<file path="src/rtl/core/jss_pkg.sv">
// Package for the Jensen-Shannon similarity block.
// Holds fixed-point formats, derived widths, sequencer types and small helpers.
// No dependencies; every other file in rtl/core refers to it by scoped names.
package jss_pkg;

    localparam int FRAC_BITS      = 20;
    localparam int LOG_TABLE_BITS = 20;
    localparam int ACC_WIDTH      = 48;
    localparam int LOG_FRAC       = 16;
    localparam int MANT_FRAC      = 30;

    localparam int IN_W   = 21;
    localparam int IDX_W  = LOG_TABLE_BITS + 1;
    localparam int MANT_W = MANT_FRAC + 1;
    localparam int K_W    = $clog2(LOG_TABLE_BITS + 1);
    localparam int ENT_W  = K_W + LOG_FRAC;
    localparam int TERM_W = IN_W + ENT_W - LOG_FRAC;
    localparam int ITER_W = $clog2(LOG_FRAC);
    localparam int MUL_W  = 32;
    localparam int PROD_W = 2 * MUL_W;
    localparam int RAD_W  = 2 * FRAC_BITS;

    localparam int IDX_SHR = (FRAC_BITS >= LOG_TABLE_BITS) ? FRAC_BITS - LOG_TABLE_BITS : 0;
    localparam int IDX_SHL = (LOG_TABLE_BITS > FRAC_BITS) ? LOG_TABLE_BITS - FRAC_BITS : 0;

    localparam logic [IN_W-1:0] ONE_VAL = IN_W'(64'd1 << FRAC_BITS);

    typedef enum logic [3:0] {
        S_IDLE,
        S_LOAD,
        S_NORM,
        S_SQ,
        S_SQ_UPD,
        S_W,
        S_ACC,
        S_FIN,
        S_JS,
        S_ROOT,
        S_EMIT
    } t_state;

    typedef enum logic [1:0] {
        SRC_P,
        SRC_Q,
        SRC_M
    } t_src;

    typedef struct packed {
        logic                 done;
        logic [FRAC_BITS-1:0] root;
    } t_sqrt_res;

    function automatic logic [IDX_W-1:0] rom_index(input logic [IN_W-1:0] v);
        logic [IDX_W+IN_W-1:0] w;
        w = (IDX_W + IN_W)'(v);
        if (FRAC_BITS >= LOG_TABLE_BITS) begin
            w = w >> IDX_SHR;
        end else begin
            w = w << IDX_SHL;
        end
        return w[IDX_W-1:0];
    endfunction

    function automatic logic [IN_W-1:0] sat_one(input logic [IN_W-1:0] v);
        return (v > ONE_VAL) ? ONE_VAL : v;
    endfunction

endpackage

</file>
<file path="src/rtl/core/jensen_shannon_similarity.sv">
// Jensen-Shannon similarity of two streamed probability vectors.
// Depends on jss_pkg, jss_mul and jss_sqrt.
//
// Input channel: i_valid / o_stall carry one element pair (p, q, last flag) per
// word, Q1.20 unsigned, values above 1.0 saturated. Output channel: o_valid /
// i_stall carry one similarity word per vector pair, after the last element.
// Each of p, q and m = (p+q)/2 runs through the shared multiplier: a
// normalizing shift by k bits (k = leading zeros below 1.0, up to 20), 16
// squarings, then one weighting product and accumulate; a zero value skips
// all of these. o_stall stays high while an item is in work, so a new pair
// is taken only after the last one has left the sequencer around the one
// multiplier. A last element then adds the divergence, a 20-step bit-serial
// square root (skipped when the divergence is below zero or at least 1.0),
// then the word moves to the output register.
// A result word held under i_stall keeps o_valid and o_similarity stable; the
// block accepts the next pair while it waits, and holds in its final state only
// if a second result is ready before the first is taken.
// Reset (synchronous, active low) clears both sums, the output valid and the
// sequencer; o_stall is high while reset is asserted.
module jensen_shannon_similarity (
    input  logic                     i_clk,
    input  logic                     i_rst_n,
    input  logic                     i_valid,
    output logic                     o_stall,
    input  logic [jss_pkg::IN_W-1:0] i_p_value,
    input  logic [jss_pkg::IN_W-1:0] i_q_value,
    input  logic                     i_last_element,
    output logic                     o_valid,
    input  logic                     i_stall,
    output logic [jss_pkg::IN_W-1:0] o_similarity
);

    localparam int IW = jss_pkg::IN_W;
    localparam int AW = jss_pkg::ACC_WIDTH;
    localparam int MW = jss_pkg::MANT_W;
    localparam int FB = jss_pkg::FRAC_BITS;

    jss_pkg::t_state r_state, n_state;
    jss_pkg::t_src   r_sel, n_sel;

    logic                         r_ovalid, n_ovalid;
    logic [IW-1:0]                r_osim, n_osim;
    logic [AW-1:0]                r_ent, n_ent;
    logic [AW-1:0]                r_mix, n_mix;
    logic [IW-1:0]                r_p, n_p;
    logic [IW-1:0]                r_q, n_q;
    logic [IW-1:0]                r_m, n_m;
    logic                         r_last, n_last;
    logic [IW-1:0]                r_val, n_val;
    logic [MW-1:0]                r_x, n_x;
    logic [jss_pkg::K_W-1:0]      r_k, n_k;
    logic [jss_pkg::LOG_FRAC-1:0] r_frac, n_frac;
    logic [jss_pkg::ITER_W-1:0]   r_iter, n_iter;
    logic [AW:0]                  r_diff, n_diff;
    logic [IW-1:0]                r_sim, n_sim;

    logic [IW-1:0]                sat_p, sat_q, cur_val;
    logic [IW:0]                  pq_sum;
    logic [jss_pkg::IDX_W-1:0]    cur_idx;
    logic [jss_pkg::ENT_W-1:0]    entry;
    logic [MW:0]                  sq;
    logic [jss_pkg::TERM_W-1:0]   term;
    logic [AW:0]                  acc_sum, acc_in;
    logic [jss_pkg::MUL_W-1:0]    mul_a, mul_b;
    logic [jss_pkg::PROD_W-1:0]   prod;
    logic                         sqrt_start;
    logic [jss_pkg::RAD_W-1:0]    radicand;
    jss_pkg::t_sqrt_res           sqrt_res;

    jss_mul u_mul (
        .i_clk  (i_clk),
        .i_a    (mul_a),
        .i_b    (mul_b),
        .o_prod (prod)
    );

    jss_sqrt u_sqrt (
        .i_clk      (i_clk),
        .i_rst_n    (i_rst_n),
        .i_start    (sqrt_start),
        .i_radicand (radicand),
        .o_res      (sqrt_res)
    );

    assign sat_p    = jss_pkg::sat_one(i_p_value);
    assign sat_q    = jss_pkg::sat_one(i_q_value);
    assign pq_sum   = {1'b0, sat_p} + {1'b0, sat_q};
    assign cur_val  = (r_sel == jss_pkg::SRC_P) ? r_p :
                      (r_sel == jss_pkg::SRC_Q) ? r_q : r_m;
    assign cur_idx  = jss_pkg::rom_index(cur_val);
    assign entry    = (jss_pkg::ENT_W'(r_k) << jss_pkg::LOG_FRAC)
                      - jss_pkg::ENT_W'(r_frac);
    assign sq       = prod[jss_pkg::MANT_FRAC +: MW + 1];
    assign term     = prod[jss_pkg::LOG_FRAC +: jss_pkg::TERM_W];
    assign acc_in   = (r_sel == jss_pkg::SRC_M) ? {1'b0, r_mix} : {1'b0, r_ent};
    assign acc_sum  = acc_in + (AW + 1)'(term);
    assign radicand = {r_diff[FB-1:0], {FB{1'b0}}};

    always_comb begin
        n_state    = r_state;
        n_sel      = r_sel;
        n_ovalid   = r_ovalid && i_stall;
        n_osim     = r_osim;
        n_ent      = r_ent;
        n_mix      = r_mix;
        n_p        = r_p;
        n_q        = r_q;
        n_m        = r_m;
        n_last     = r_last;
        n_val      = r_val;
        n_x        = r_x;
        n_k        = r_k;
        n_frac     = r_frac;
        n_iter     = r_iter;
        n_diff     = r_diff;
        n_sim      = r_sim;
        mul_a      = '0;
        mul_b      = '0;
        sqrt_start = 1'b0;

        case (r_state)
            jss_pkg::S_IDLE: begin
                if (i_valid && i_rst_n) begin
                    n_p     = sat_p;
                    n_q     = sat_q;
                    n_m     = pq_sum[IW:1];
                    n_last  = i_last_element;
                    n_sel   = jss_pkg::SRC_P;
                    n_state = jss_pkg::S_LOAD;
                end
            end
            jss_pkg::S_LOAD: begin
                n_val  = cur_val;
                n_x    = MW'(cur_idx) << (jss_pkg::MANT_FRAC - jss_pkg::LOG_TABLE_BITS);
                n_k    = '0;
                n_frac = '0;
                n_iter = '0;
                if (cur_idx != '0) begin
                    n_state = jss_pkg::S_NORM;
                end else if (r_sel == jss_pkg::SRC_M) begin
                    n_state = r_last ? jss_pkg::S_FIN : jss_pkg::S_IDLE;
                end else begin
                    n_sel   = (r_sel == jss_pkg::SRC_P) ? jss_pkg::SRC_Q : jss_pkg::SRC_M;
                    n_state = jss_pkg::S_LOAD;
                end
            end
            jss_pkg::S_NORM: begin
                if (r_x[jss_pkg::MANT_FRAC]) begin
                    n_state = jss_pkg::S_SQ;
                end else begin
                    n_x = r_x << 1;
                    n_k = r_k + 1'b1;
                end
            end
            jss_pkg::S_SQ: begin
                mul_a   = jss_pkg::MUL_W'(r_x);
                mul_b   = jss_pkg::MUL_W'(r_x);
                n_state = jss_pkg::S_SQ_UPD;
            end
            jss_pkg::S_SQ_UPD: begin
                if (sq[MW]) begin
                    n_x    = sq[MW:1];
                    n_frac = {r_frac[jss_pkg::LOG_FRAC-2:0], 1'b1};
                end else begin
                    n_x    = sq[MW-1:0];
                    n_frac = {r_frac[jss_pkg::LOG_FRAC-2:0], 1'b0};
                end
                n_iter = r_iter + 1'b1;
                if (r_iter == jss_pkg::ITER_W'(jss_pkg::LOG_FRAC - 1)) begin
                    n_state = jss_pkg::S_W;
                end else begin
                    n_state = jss_pkg::S_SQ;
                end
            end
            jss_pkg::S_W: begin
                mul_a   = jss_pkg::MUL_W'(r_val);
                mul_b   = jss_pkg::MUL_W'(entry);
                n_state = jss_pkg::S_ACC;
            end
            jss_pkg::S_ACC: begin
                if (r_sel == jss_pkg::SRC_M) begin
                    n_mix   = acc_sum[AW] ? {AW{1'b1}} : acc_sum[AW-1:0];
                    n_state = r_last ? jss_pkg::S_FIN : jss_pkg::S_IDLE;
                end else begin
                    n_ent   = acc_sum[AW] ? {AW{1'b1}} : acc_sum[AW-1:0];
                    n_sel   = (r_sel == jss_pkg::SRC_P) ? jss_pkg::SRC_Q : jss_pkg::SRC_M;
                    n_state = jss_pkg::S_LOAD;
                end
            end
            jss_pkg::S_FIN: begin
                n_diff  = {1'b0, r_mix} - {2'b00, r_ent[AW-1:1]};
                n_ent   = '0;
                n_mix   = '0;
                n_state = jss_pkg::S_JS;
            end
            jss_pkg::S_JS: begin
                if (r_diff[AW]) begin
                    n_sim   = jss_pkg::ONE_VAL;
                    n_state = jss_pkg::S_EMIT;
                end else if (r_diff[AW-1:0] >= AW'(jss_pkg::ONE_VAL)) begin
                    n_sim   = '0;
                    n_state = jss_pkg::S_EMIT;
                end else begin
                    sqrt_start = 1'b1;
                    n_state    = jss_pkg::S_ROOT;
                end
            end
            jss_pkg::S_ROOT: begin
                if (sqrt_res.done) begin
                    n_sim   = (IW'(sqrt_res.root) >= jss_pkg::ONE_VAL) ? '0 :
                              jss_pkg::ONE_VAL - IW'(sqrt_res.root);
                    n_state = jss_pkg::S_EMIT;
                end
            end
            jss_pkg::S_EMIT: begin
                if (!r_ovalid || !i_stall) begin
                    n_ovalid = 1'b1;
                    n_osim   = r_sim;
                    n_state  = jss_pkg::S_IDLE;
                end
            end
            default: begin
                n_state = jss_pkg::S_IDLE;
            end
        endcase
    end

    always_ff @(posedge i_clk) begin
        if (!i_rst_n) begin
            r_state  <= jss_pkg::S_IDLE;
            r_ovalid <= 1'b0;
            r_ent    <= '0;
            r_mix    <= '0;
        end else begin
            r_state  <= n_state;
            r_ovalid <= n_ovalid;
            r_ent    <= n_ent;
            r_mix    <= n_mix;
        end
    end

    always_ff @(posedge i_clk) begin
        r_sel  <= n_sel;
        r_osim <= n_osim;
        r_p    <= n_p;
        r_q    <= n_q;
        r_m    <= n_m;
        r_last <= n_last;
        r_val  <= n_val;
        r_x    <= n_x;
        r_k    <= n_k;
        r_frac <= n_frac;
        r_iter <= n_iter;
        r_diff <= n_diff;
        r_sim  <= n_sim;
    end

    assign o_stall      = (r_state != jss_pkg::S_IDLE) || !i_rst_n;
    assign o_valid      = r_ovalid;
    assign o_similarity = r_osim;

endmodule

</file>
<file path="src/rtl/core/jss_mul.sv">
// Shared multiplier: one unsigned product per cycle, result registered.
// Used for the log mantissa squarings and the value-times-log weighting.
// Depends on jss_pkg.
module jss_mul (
    input  logic                       i_clk,
    input  logic [jss_pkg::MUL_W-1:0]  i_a,
    input  logic [jss_pkg::MUL_W-1:0]  i_b,
    output logic [jss_pkg::PROD_W-1:0] o_prod
);

    logic [jss_pkg::PROD_W-1:0] r_prod;

    always_ff @(posedge i_clk) begin
        r_prod <= jss_pkg::PROD_W'(i_a) * jss_pkg::PROD_W'(i_b);
    end

    assign o_prod = r_prod;

endmodule

</file>
<file path="src/rtl/core/jss_sqrt.sv">
// Iterative integer square root, one result bit per cycle.
// Takes a RAD_W-bit radicand on a start pulse and returns the floor root.
// Depends on jss_pkg.
module jss_sqrt (
    input  logic                      i_clk,
    input  logic                      i_rst_n,
    input  logic                      i_start,
    input  logic [jss_pkg::RAD_W-1:0] i_radicand,
    output jss_pkg::t_sqrt_res        o_res
);

    localparam int RW = jss_pkg::RAD_W;

    logic          r_busy, n_busy;
    logic          r_done, n_done;
    logic [RW-1:0] r_n, n_n;
    logic [RW-1:0] r_res, n_res;
    logic [RW-1:0] r_bit, n_bit;
    logic [RW-1:0] trial;

    always_comb begin
        trial  = r_res + r_bit;
        n_busy = r_busy;
        n_done = 1'b0;
        n_n    = r_n;
        n_res  = r_res;
        n_bit  = r_bit;
        if (i_start) begin
            n_busy = 1'b1;
            n_n    = i_radicand;
            n_res  = '0;
            n_bit  = RW'(1) << (RW - 2);
        end else if (r_busy) begin
            if (r_n >= trial) begin
                n_n   = r_n - trial;
                n_res = (r_res >> 1) + r_bit;
            end else begin
                n_res = r_res >> 1;
            end
            n_bit = r_bit >> 2;
            if (r_bit[0]) begin
                n_busy = 1'b0;
                n_done = 1'b1;
            end
        end
    end

    always_ff @(posedge i_clk) begin
        if (!i_rst_n) begin
            r_busy <= 1'b0;
            r_done <= 1'b0;
        end else begin
            r_busy <= n_busy;
            r_done <= n_done;
        end
    end

    always_ff @(posedge i_clk) begin
        r_n   <= n_n;
        r_res <= n_res;
        r_bit <= n_bit;
    end

    assign o_res.done = r_done;
    assign o_res.root = r_res[jss_pkg::FRAC_BITS-1:0];

endmodule

</file>
<file path="config.mk">
export PLATFORM = sky130hd
export DESIGN_NAME = jensen_shannon_similarity
export DESIGN_NICKNAME = d
export VERILOG_FILES = /design/src/rtl/core/jss_pkg.sv /design/src/rtl/core/jensen_shannon_similarity.sv /design/src/rtl/core/jss_mul.sv /design/src/rtl/core/jss_sqrt.sv
export SDC_FILE = /design/constraint.sdc
export NUM_CORES = 2
export LEC_CHECK = 0
export BUFFER_PORTS_ARGS = -buffer_cell sky130_fd_sc_hd__buf_2
export CORE_UTILIZATION = 35
export DETAILED_ROUTE_END_ITERATION = 8
export SLEW_MARGIN = 15
export SYNTH_ARGS = -nofsm -noshare
export SYNTH_HDL_FRONTEND = slang
export SYNTH_SLANG_ARGS = --single-unit
</file>
<file path="constraint.sdc">
create_clock -name i_clk -period 12.56 [get_ports i_clk]
set_input_delay 1.884 -clock i_clk [delete_from_list [all_inputs] [get_ports i_clk]]
set_output_delay 1.884 -clock i_clk [all_outputs]
set_load 0.03 [all_outputs]
</file>
* Word level (Yosys, flattened, before mapping)
Cells that the tools add are included.
** Word-level totals
- Register bits after elaboration :: 499
- Input port bits :: 47
- Output and inout port bits :: 23
- Logic and storage cells :: 148
** Operators by class
- Add/sub/neg operators :: 10
- $mul :: 1
- Magnitude comparators :: 4
- Equal/unequal tests :: 22
- Multiplexer cells :: 53
- Bitwise operators :: 2
- Reductions and logical operators :: 31
** Operators with widths (count)
- $mux 48 :: 4
- $pmux 48 s2 :: 2
- $mux 40 :: 4
- $mux 21 :: 7
- $pmux 31 s2 :: 2
- $pmux 31 s3 :: 1
- $mul 31x31->62 :: 1
- $mux 31 :: 2
- $add 48x26->49 :: 1
- $sub 48x47->49 :: 1
- $ge 48x21->1 const B :: 1
- $pmux 4 s11 :: 1
- $gt 21x21->1 const B :: 2
- $pmux 21 s2 :: 1
- $add 39x39->40 :: 1
- $add 40x39->40 :: 1
- $ge 40x40->1 :: 1
- $sub 40x40->40 :: 1
- $pmux 16 s2 :: 1
- $add 21x21->22 :: 1
- $reduce_bool 21->1 :: 1
- $sub 21x16->21 :: 1
- $sub 21x20->21 const A :: 1
- $eq 4x3->1 const B :: 4
- 31 further kinds :: 80

* Logic depth before layout (Yosys ltp)
- Depth in word-level cells :: 6
- Gate-level depth with buffers :: 37
- Mapped depth without buffers :: 35

* By module
From an unflattened synthesis, not the netlist that was laid out.
** Unflattened totals
- Cell total of the unflattened synthesis :: 7104
- Area, all modules :: 64521.9 µm²
** By module, submodules not included
- jss_mul :: times used 1, cells each 3796, area each 34760.8 µm², seq. area each 1281.2 µm²
- jensen_shannon_similarity :: times used 1, cells each 2143, area each 20298.2 µm², seq. area each 9048.7 µm²
- jss_sqrt :: times used 1, cells each 1165, area each 9462.8 µm², seq. area each 2442.3 µm²

* Worst setup path before layout
Ideal clock, no wire load.
- Kind :: register to register
- Start point :: register r_frac[6] (netlist bit)
- End point :: register u_mul.r_prod (netlist bit u_mul.o_prod[61])
- Library setup time :: 0.121 ns
- Data arrival time :: 8.768 ns
- Required time :: 12.439 ns
- Slack :: 3.672 ns
- Cell stages (with the launch flop) :: 34
- Buffers on the path :: 2
- Clock period less this slack :: 8.888 ns
- Cells stage by stage :: edfxtp_1 -> nor4_1 -> nand2b_1 -> nor3_1 -> nand3b_1 -> o21ai_0 -> nor3_1 -> xor2_1 -> a22oi_1 -> clkbuf_1 -> nor2_1 -> fa_1 -> inv_1 -> fa_1 -> inv_1 -> fa_1 -> inv_1 -> fa_1 -> inv_1 -> fa_1 -> fa_1 -> fa_1 -> fa_1 -> ha_1 -> clkbuf_1 -> nand4_1 -> or4_1 -> a211oi_1 -> nor3_1 -> o21ai_0 -> a21o_1 -> a31o_2 -> a21oi_1 -> xnor2_1
** On the way
- Longest elaborated chain between the ends :: 3
** RTL lines
- start, declared :: RTL line jensen_shannon_similarity.sv:52 : logic [jss_pkg::LOG_FRAC-1:0] r_frac, n_frac;
- start signal, assigned :: RTL line jensen_shannon_similarity.sv:252 : r_frac <= n_frac;
- $sub 21x16->21 :: RTL line jensen_shannon_similarity.sv:92 : - jss_pkg::ENT_W'(r_frac);
- $pmux 31 s2 :: RTL line jensen_shannon_similarity.sv:121 : case (r_state)
- $mul 31x31->62 :: RTL line jss_mul.sv:14 : r_prod <= jss_pkg::PROD_W'(i_a) * jss_pkg::PROD_W'(i_b);
- end signal, assigned :: RTL line jss_mul.sv:14
- end, declared :: RTL line jss_mul.sv:11 : logic [jss_pkg::PROD_W-1:0] r_prod;
Every way passes these cells.
A chain may end at the register's enable or synchronous reset.

* Final worst setup path
- Start point :: register r_state[2]
- End point :: register u_mul.r_prod (netlist bit u_mul.o_prod[61])
** On the way
- Longest elaborated chain between the ends :: 3
- Elaborated cells between the ends (all ways) :: 5
- Classes of those cells :: 1 x mul; 2 x eq/ne; 2 x mux
** RTL lines
- start, declared :: RTL line jensen_shannon_similarity.sv:38 : jss_pkg::t_state r_state, n_state;
- start signal, assigned :: RTL line jensen_shannon_similarity.sv:230 : r_state <= jss_pkg::S_IDLE;
- start signal, assigned :: RTL line jensen_shannon_similarity.sv:235 : r_state <= n_state;
- $eq 4x3->1 / $eq 4x2->1 (equally long branches) :: RTL line jensen_shannon_similarity.sv:121
- $pmux 31 s2 :: RTL line jensen_shannon_similarity.sv:121
- $mul 31x31->62 * :: RTL line jss_mul.sv:14
Mark *: on every way between the ends. The rest lies on a longest branch, timed or not.

==> summary.log <==
qor: clock_network.tritoncts_clock_tree done
qor: floorplan.initial_utilization 0.353
qor: floorplan.design.portCount 70
qor: clock_network.cts_root_buf sky130_fd_sc_hd__clkbuf_16
qor: power.leak 28.0 nW
qor: routing.number_of_remaining_drc_errors 10
qor: cells_and_area.post_layout_nonfiller_instances 8680
qor: routing.post_drt_wl_per_cell 19.5 microns
qor: floorplan.die_y_extent 411 microns
qor: yosys.ys_ff_latch 483
qor: clock_network.tritoncts_num_sinks 483
qor: timing.totalNegativeSetupSlack 0 ns
qor: yosys.synth_adder_area_share 0.374
qor: job.max-cap-violations 0
qor: critical_path.crit_type flop to flop
qor: yosys.yosys_warnings 0
qor: routing.routed_wl 169 mm
qor: yosys.synth_commonest_cells 1089 x sky130_fd_sc_hd__inv_1, 825 x sky130_fd_sc_hd__fa_1, 816 x sky130_fd_sc_hd__nand2_1
qor: critical_path.worst_path_arrival_time 11.17 ns
qor: timing.maxSlewHeadroom 0.253
qor: clock_network.htree_num_levels 2
qor: grt.first_global_vias 46500
qor: critical_path.critPathMostFrequentCell sky130_fd_sc_hd__fa_1
qor: yosys.synth_async_sr_flop_share 0
qor: cells_and_area.drive_above_1_share 0.0547
qor: clock_network.clk_path_buf_depth 3
qor: clock_network.cts_buffers 51
qor: placement.numPortBuffers 69
qor: yosys.postSynthCellCount 6524
qor: critical_path.critPathMaxFanout 39
qor: routing.drt_pass1_iterations 7
qor: power.ir_drop 133 uV
qor: yosys.synthSimpleGateAreaFrac 0.140
qor: floorplan.chipWidth 411 microns
qor: clock_network.clock_insertion_delay_worst_skew 0.64 ns
qor: critical_path.worst-endpoint-required 13.12 ns
qor: clock_network.clk_pin_slew 0.07 ns
qor: floorplan.fp-row-count 149
qor: critical_path.element_type_at_the_critical_path_end flop
qor: yosys.synth_top_family_by_area adder cells
qor: routing.vias 45600
qor: cells_and_area.utilization 0.380
qor: yosys.synth_nets 7824
qor: yosys.compound_gate_fraction_of_synth_area 0.131
qor: floorplan.die_area 169000 sq um
qor: grt.antenna_violations_before_repair 6
qor: grt.grt_use_total 0.201
qor: timing.final-hold-violation-count 0
qor: timing.layout_min_cycle_time 10.60 ns
qor: yosys.synth_xor_area_frac 0.0391
qor: power.pwr_density_cell 60.3 nW/um^2
qor: timing.post-route-period-util 0.844
qor: status.failing_checks design-rule violations
qor: clock_network.ctsHoldBuffers 0
qor: cells_and_area.nNetsFinal 7742
qor: yosys.postSynthAreaPerCell 8.95 sq um
qor: routing.route.detailed.vias_per_inst 5.26
qor: cells_and_area.synthToLayoutAreaGrowth 7.71%
qor: yosys.synth.mux.area_fraction 0.0151
qor: yosys.seq_area_frac_synth 0.209
qor: yosys.ys_dominant_reg_cell sky130_fd_sc_hd__edfxtp_1
qor: placement.globalplace.congestion 0.938
qor: yosys.netlist_area 58400 sq um
qor: timing.setup_skew 0.0256 ns
qor: critical_path.cpMaxStageDelayCell sky130_fd_sc_hd__and4bb_2
qor: timing.tightestPinTransition 1.12 ns
qor: routing.drt.antenna.violating_nets 0
qor: yosys.synth.most_common_cell sky130_fd_sc_hd__inv_1
qor: status.status finished with violations
qor: placement.numPlacedInstances 8578
qor: yosys.synth_top_area_share 0.283
qor: timing.maxClockFrequency 94.3 MHz
qor: clock_network.postCtsSetupBuffers 0
qor: floorplan.design.core.area 165000 sq um
qor: critical_path.cpPeakStageDelay 0.90 ns
qor: timing.finalSetupViolations 0
qor: timing.rsz_0062_raised_after_global_routing no
qor: yosys.synthTopCellsByArea sky130_fd_sc_hd__fa_1 28%, sky130_fd_sc_hd__edfxtp_1 13%, sky130_fd_sc_hd__ha_1 9.2%
qor: clock_network.cts-resized-gates 0
qor: routing.detailedRoute.firstIterationViolations 3482
qor: yosys.post-synth-top-area-cell sky130_fd_sc_hd__fa_1
qor: placement.detailed_placement_hpwl 132 mm
qor: timing.final_max_slew_viol_count 0
qor: worst_hold_path.hold_class flop to flop
qor: yosys.ys_types 89
qor: critical_path.crit_path_start_kind flop
qor: grt.first_pass_grt_wire_length 266 mm
qor: grt.grt_overflow 0
qor: grt.maximum_number_of_pins_on_one_net_before_global_route_repair 77
qor: timing.hold-worst-slack 0.421 ns
qor: yosys.synth-edff-count 254
-- critical path, delay by kind of cell, from the launching register on --
kind	cells	cell delay, ns
and+or+nand+nor	3	1.54
buffers and inverters	5	0.92
DFF	1	0.60
AOI/OAI and AO/OA	9	3.08
adders and majority gates	9	4.22
xor gates and xnor gates	1	0.13
-- metrics by stage --
step	worst slack [ns]	power, mW	instance area (sq um)
floorplan	3.67	2.09	58400
global placement	2.36	2.25	61200
detailed placement	2.32	2.26	61200
CTS	2.25	3.83	62900
global route	1.69	3.93	62900
finish	1.96	3.79	62900
-- sequential cells by signal, summed over array words and instances (netlist names), 5 cells and up --
register	flops
u_mul.o_prod	46
r_m	21
r_k	5
r_ent	48
r_p	21
u_sqrt.r_res	40
u_sqrt.r_n	40
r_val	21
u_sqrt.r_bit	20
r_frac	16
o_similarity	21
r_mix	48
r_sim	21
r_x	31
r_diff	49
r_q	21
-- area by class of cell --
type,instances,area [sq um]
Timing Repair Buffer,170,1100
Fill cell,16600,102000
Clock buffer,63,1360
Sequential cell,483,12200
Multi-Input combinational cell,4644,41000
Tap cell,2189,2740
Clock inverter,33,350
Inverter,1092,4100
Antenna cell,6,15.0
-- worst paths after layout --
| path | from | to | slack, ns | cells past startpoint |
|---|---|---|---|---|
| setup / recovery | r_state[2] | u_mul.o_prod[61] | 1.96 | 27 |
| hold / removal | r_sim[13] | o_similarity[13] | 0.42 | 0 |
| setup reg to reg | r_state[2] | u_mul.o_prod[61] | 1.96 | 27 |
| hold reg to reg | r_sim[13] | o_similarity[13] | 0.42 | 0 |
-- cell usage in the layout, fill, tap and decap left out, types with 35 or more instances in the layout --
master,n
sky130_fd_sc_hd__a21oi_1,292
sky130_fd_sc_hd__and3_1,77
sky130_fd_sc_hd__o21a_1,38
sky130_fd_sc_hd__nand2b_1,39
sky130_fd_sc_hd__dfxtp_1,227
sky130_fd_sc_hd__a21o_1,107
sky130_fd_sc_hd__inv_1,1088
sky130_fd_sc_hd__o21ai_0,254
sky130_fd_sc_hd__edfxtp_1,254
sky130_fd_sc_hd__nor2_1,581
sky130_fd_sc_hd__ha_1,428
sky130_fd_sc_hd__nand2_1,813
sky130_fd_sc_hd__fa_1,825
sky130_fd_sc_hd__nor2b_1,55
sky130_fd_sc_hd__buf_2,69
sky130_fd_sc_hd__a221o_1,35
sky130_fd_sc_hd__a211oi_1,62
sky130_fd_sc_hd__xnor2_1,152
sky130_fd_sc_hd__nor4_1,37
sky130_fd_sc_hd__and2_1,58
sky130_fd_sc_hd__clkbuf_16,51
sky130_fd_sc_hd__a31oi_1,63
sky130_fd_sc_hd__nand4_1,37
sky130_fd_sc_hd__xor2_1,109
sky130_fd_sc_hd__nor3_1,55
sky130_fd_sc_hd__mux2i_1,85
sky130_fd_sc_hd__nand3_1,62
sky130_fd_sc_hd__buf_4,101
sky130_fd_sc_hd__o21bai_1,43
-- where the power goes --
| part | switching, mW | internal, mW |
|---|---|---|
| sequential | 0.0768 | 1.74 |
| clock | 0.694 | 0.866 |
| combinational | 0.277 | 0.136 |
-- cells by family after synthesis --
family | Yosys count
and+or+nand+nor | 1881
buffers and inverters | 1397
adders and majority gates | 1253
AOI/OAI and AO/OA | 1161
DFF | 483
xor gates and xnor gates | 261
muxes | 88
-- layer usage --
| metal | vias to the layer above | wire length, microns | GRT usage |
|---|---|---|---|
| li1 | 21100 | - | - |
| met1 | 22700 | 72600 | 0.270 |
| met4 | 0 | 6260 | 0.0648 |
| met2 | 1524 | 78000 | 0.329 |
| met5 | - | 0 | 0 |
| met3 | 294 | 12000 | 0.0300 |
(Power assumes the default switching activity.)
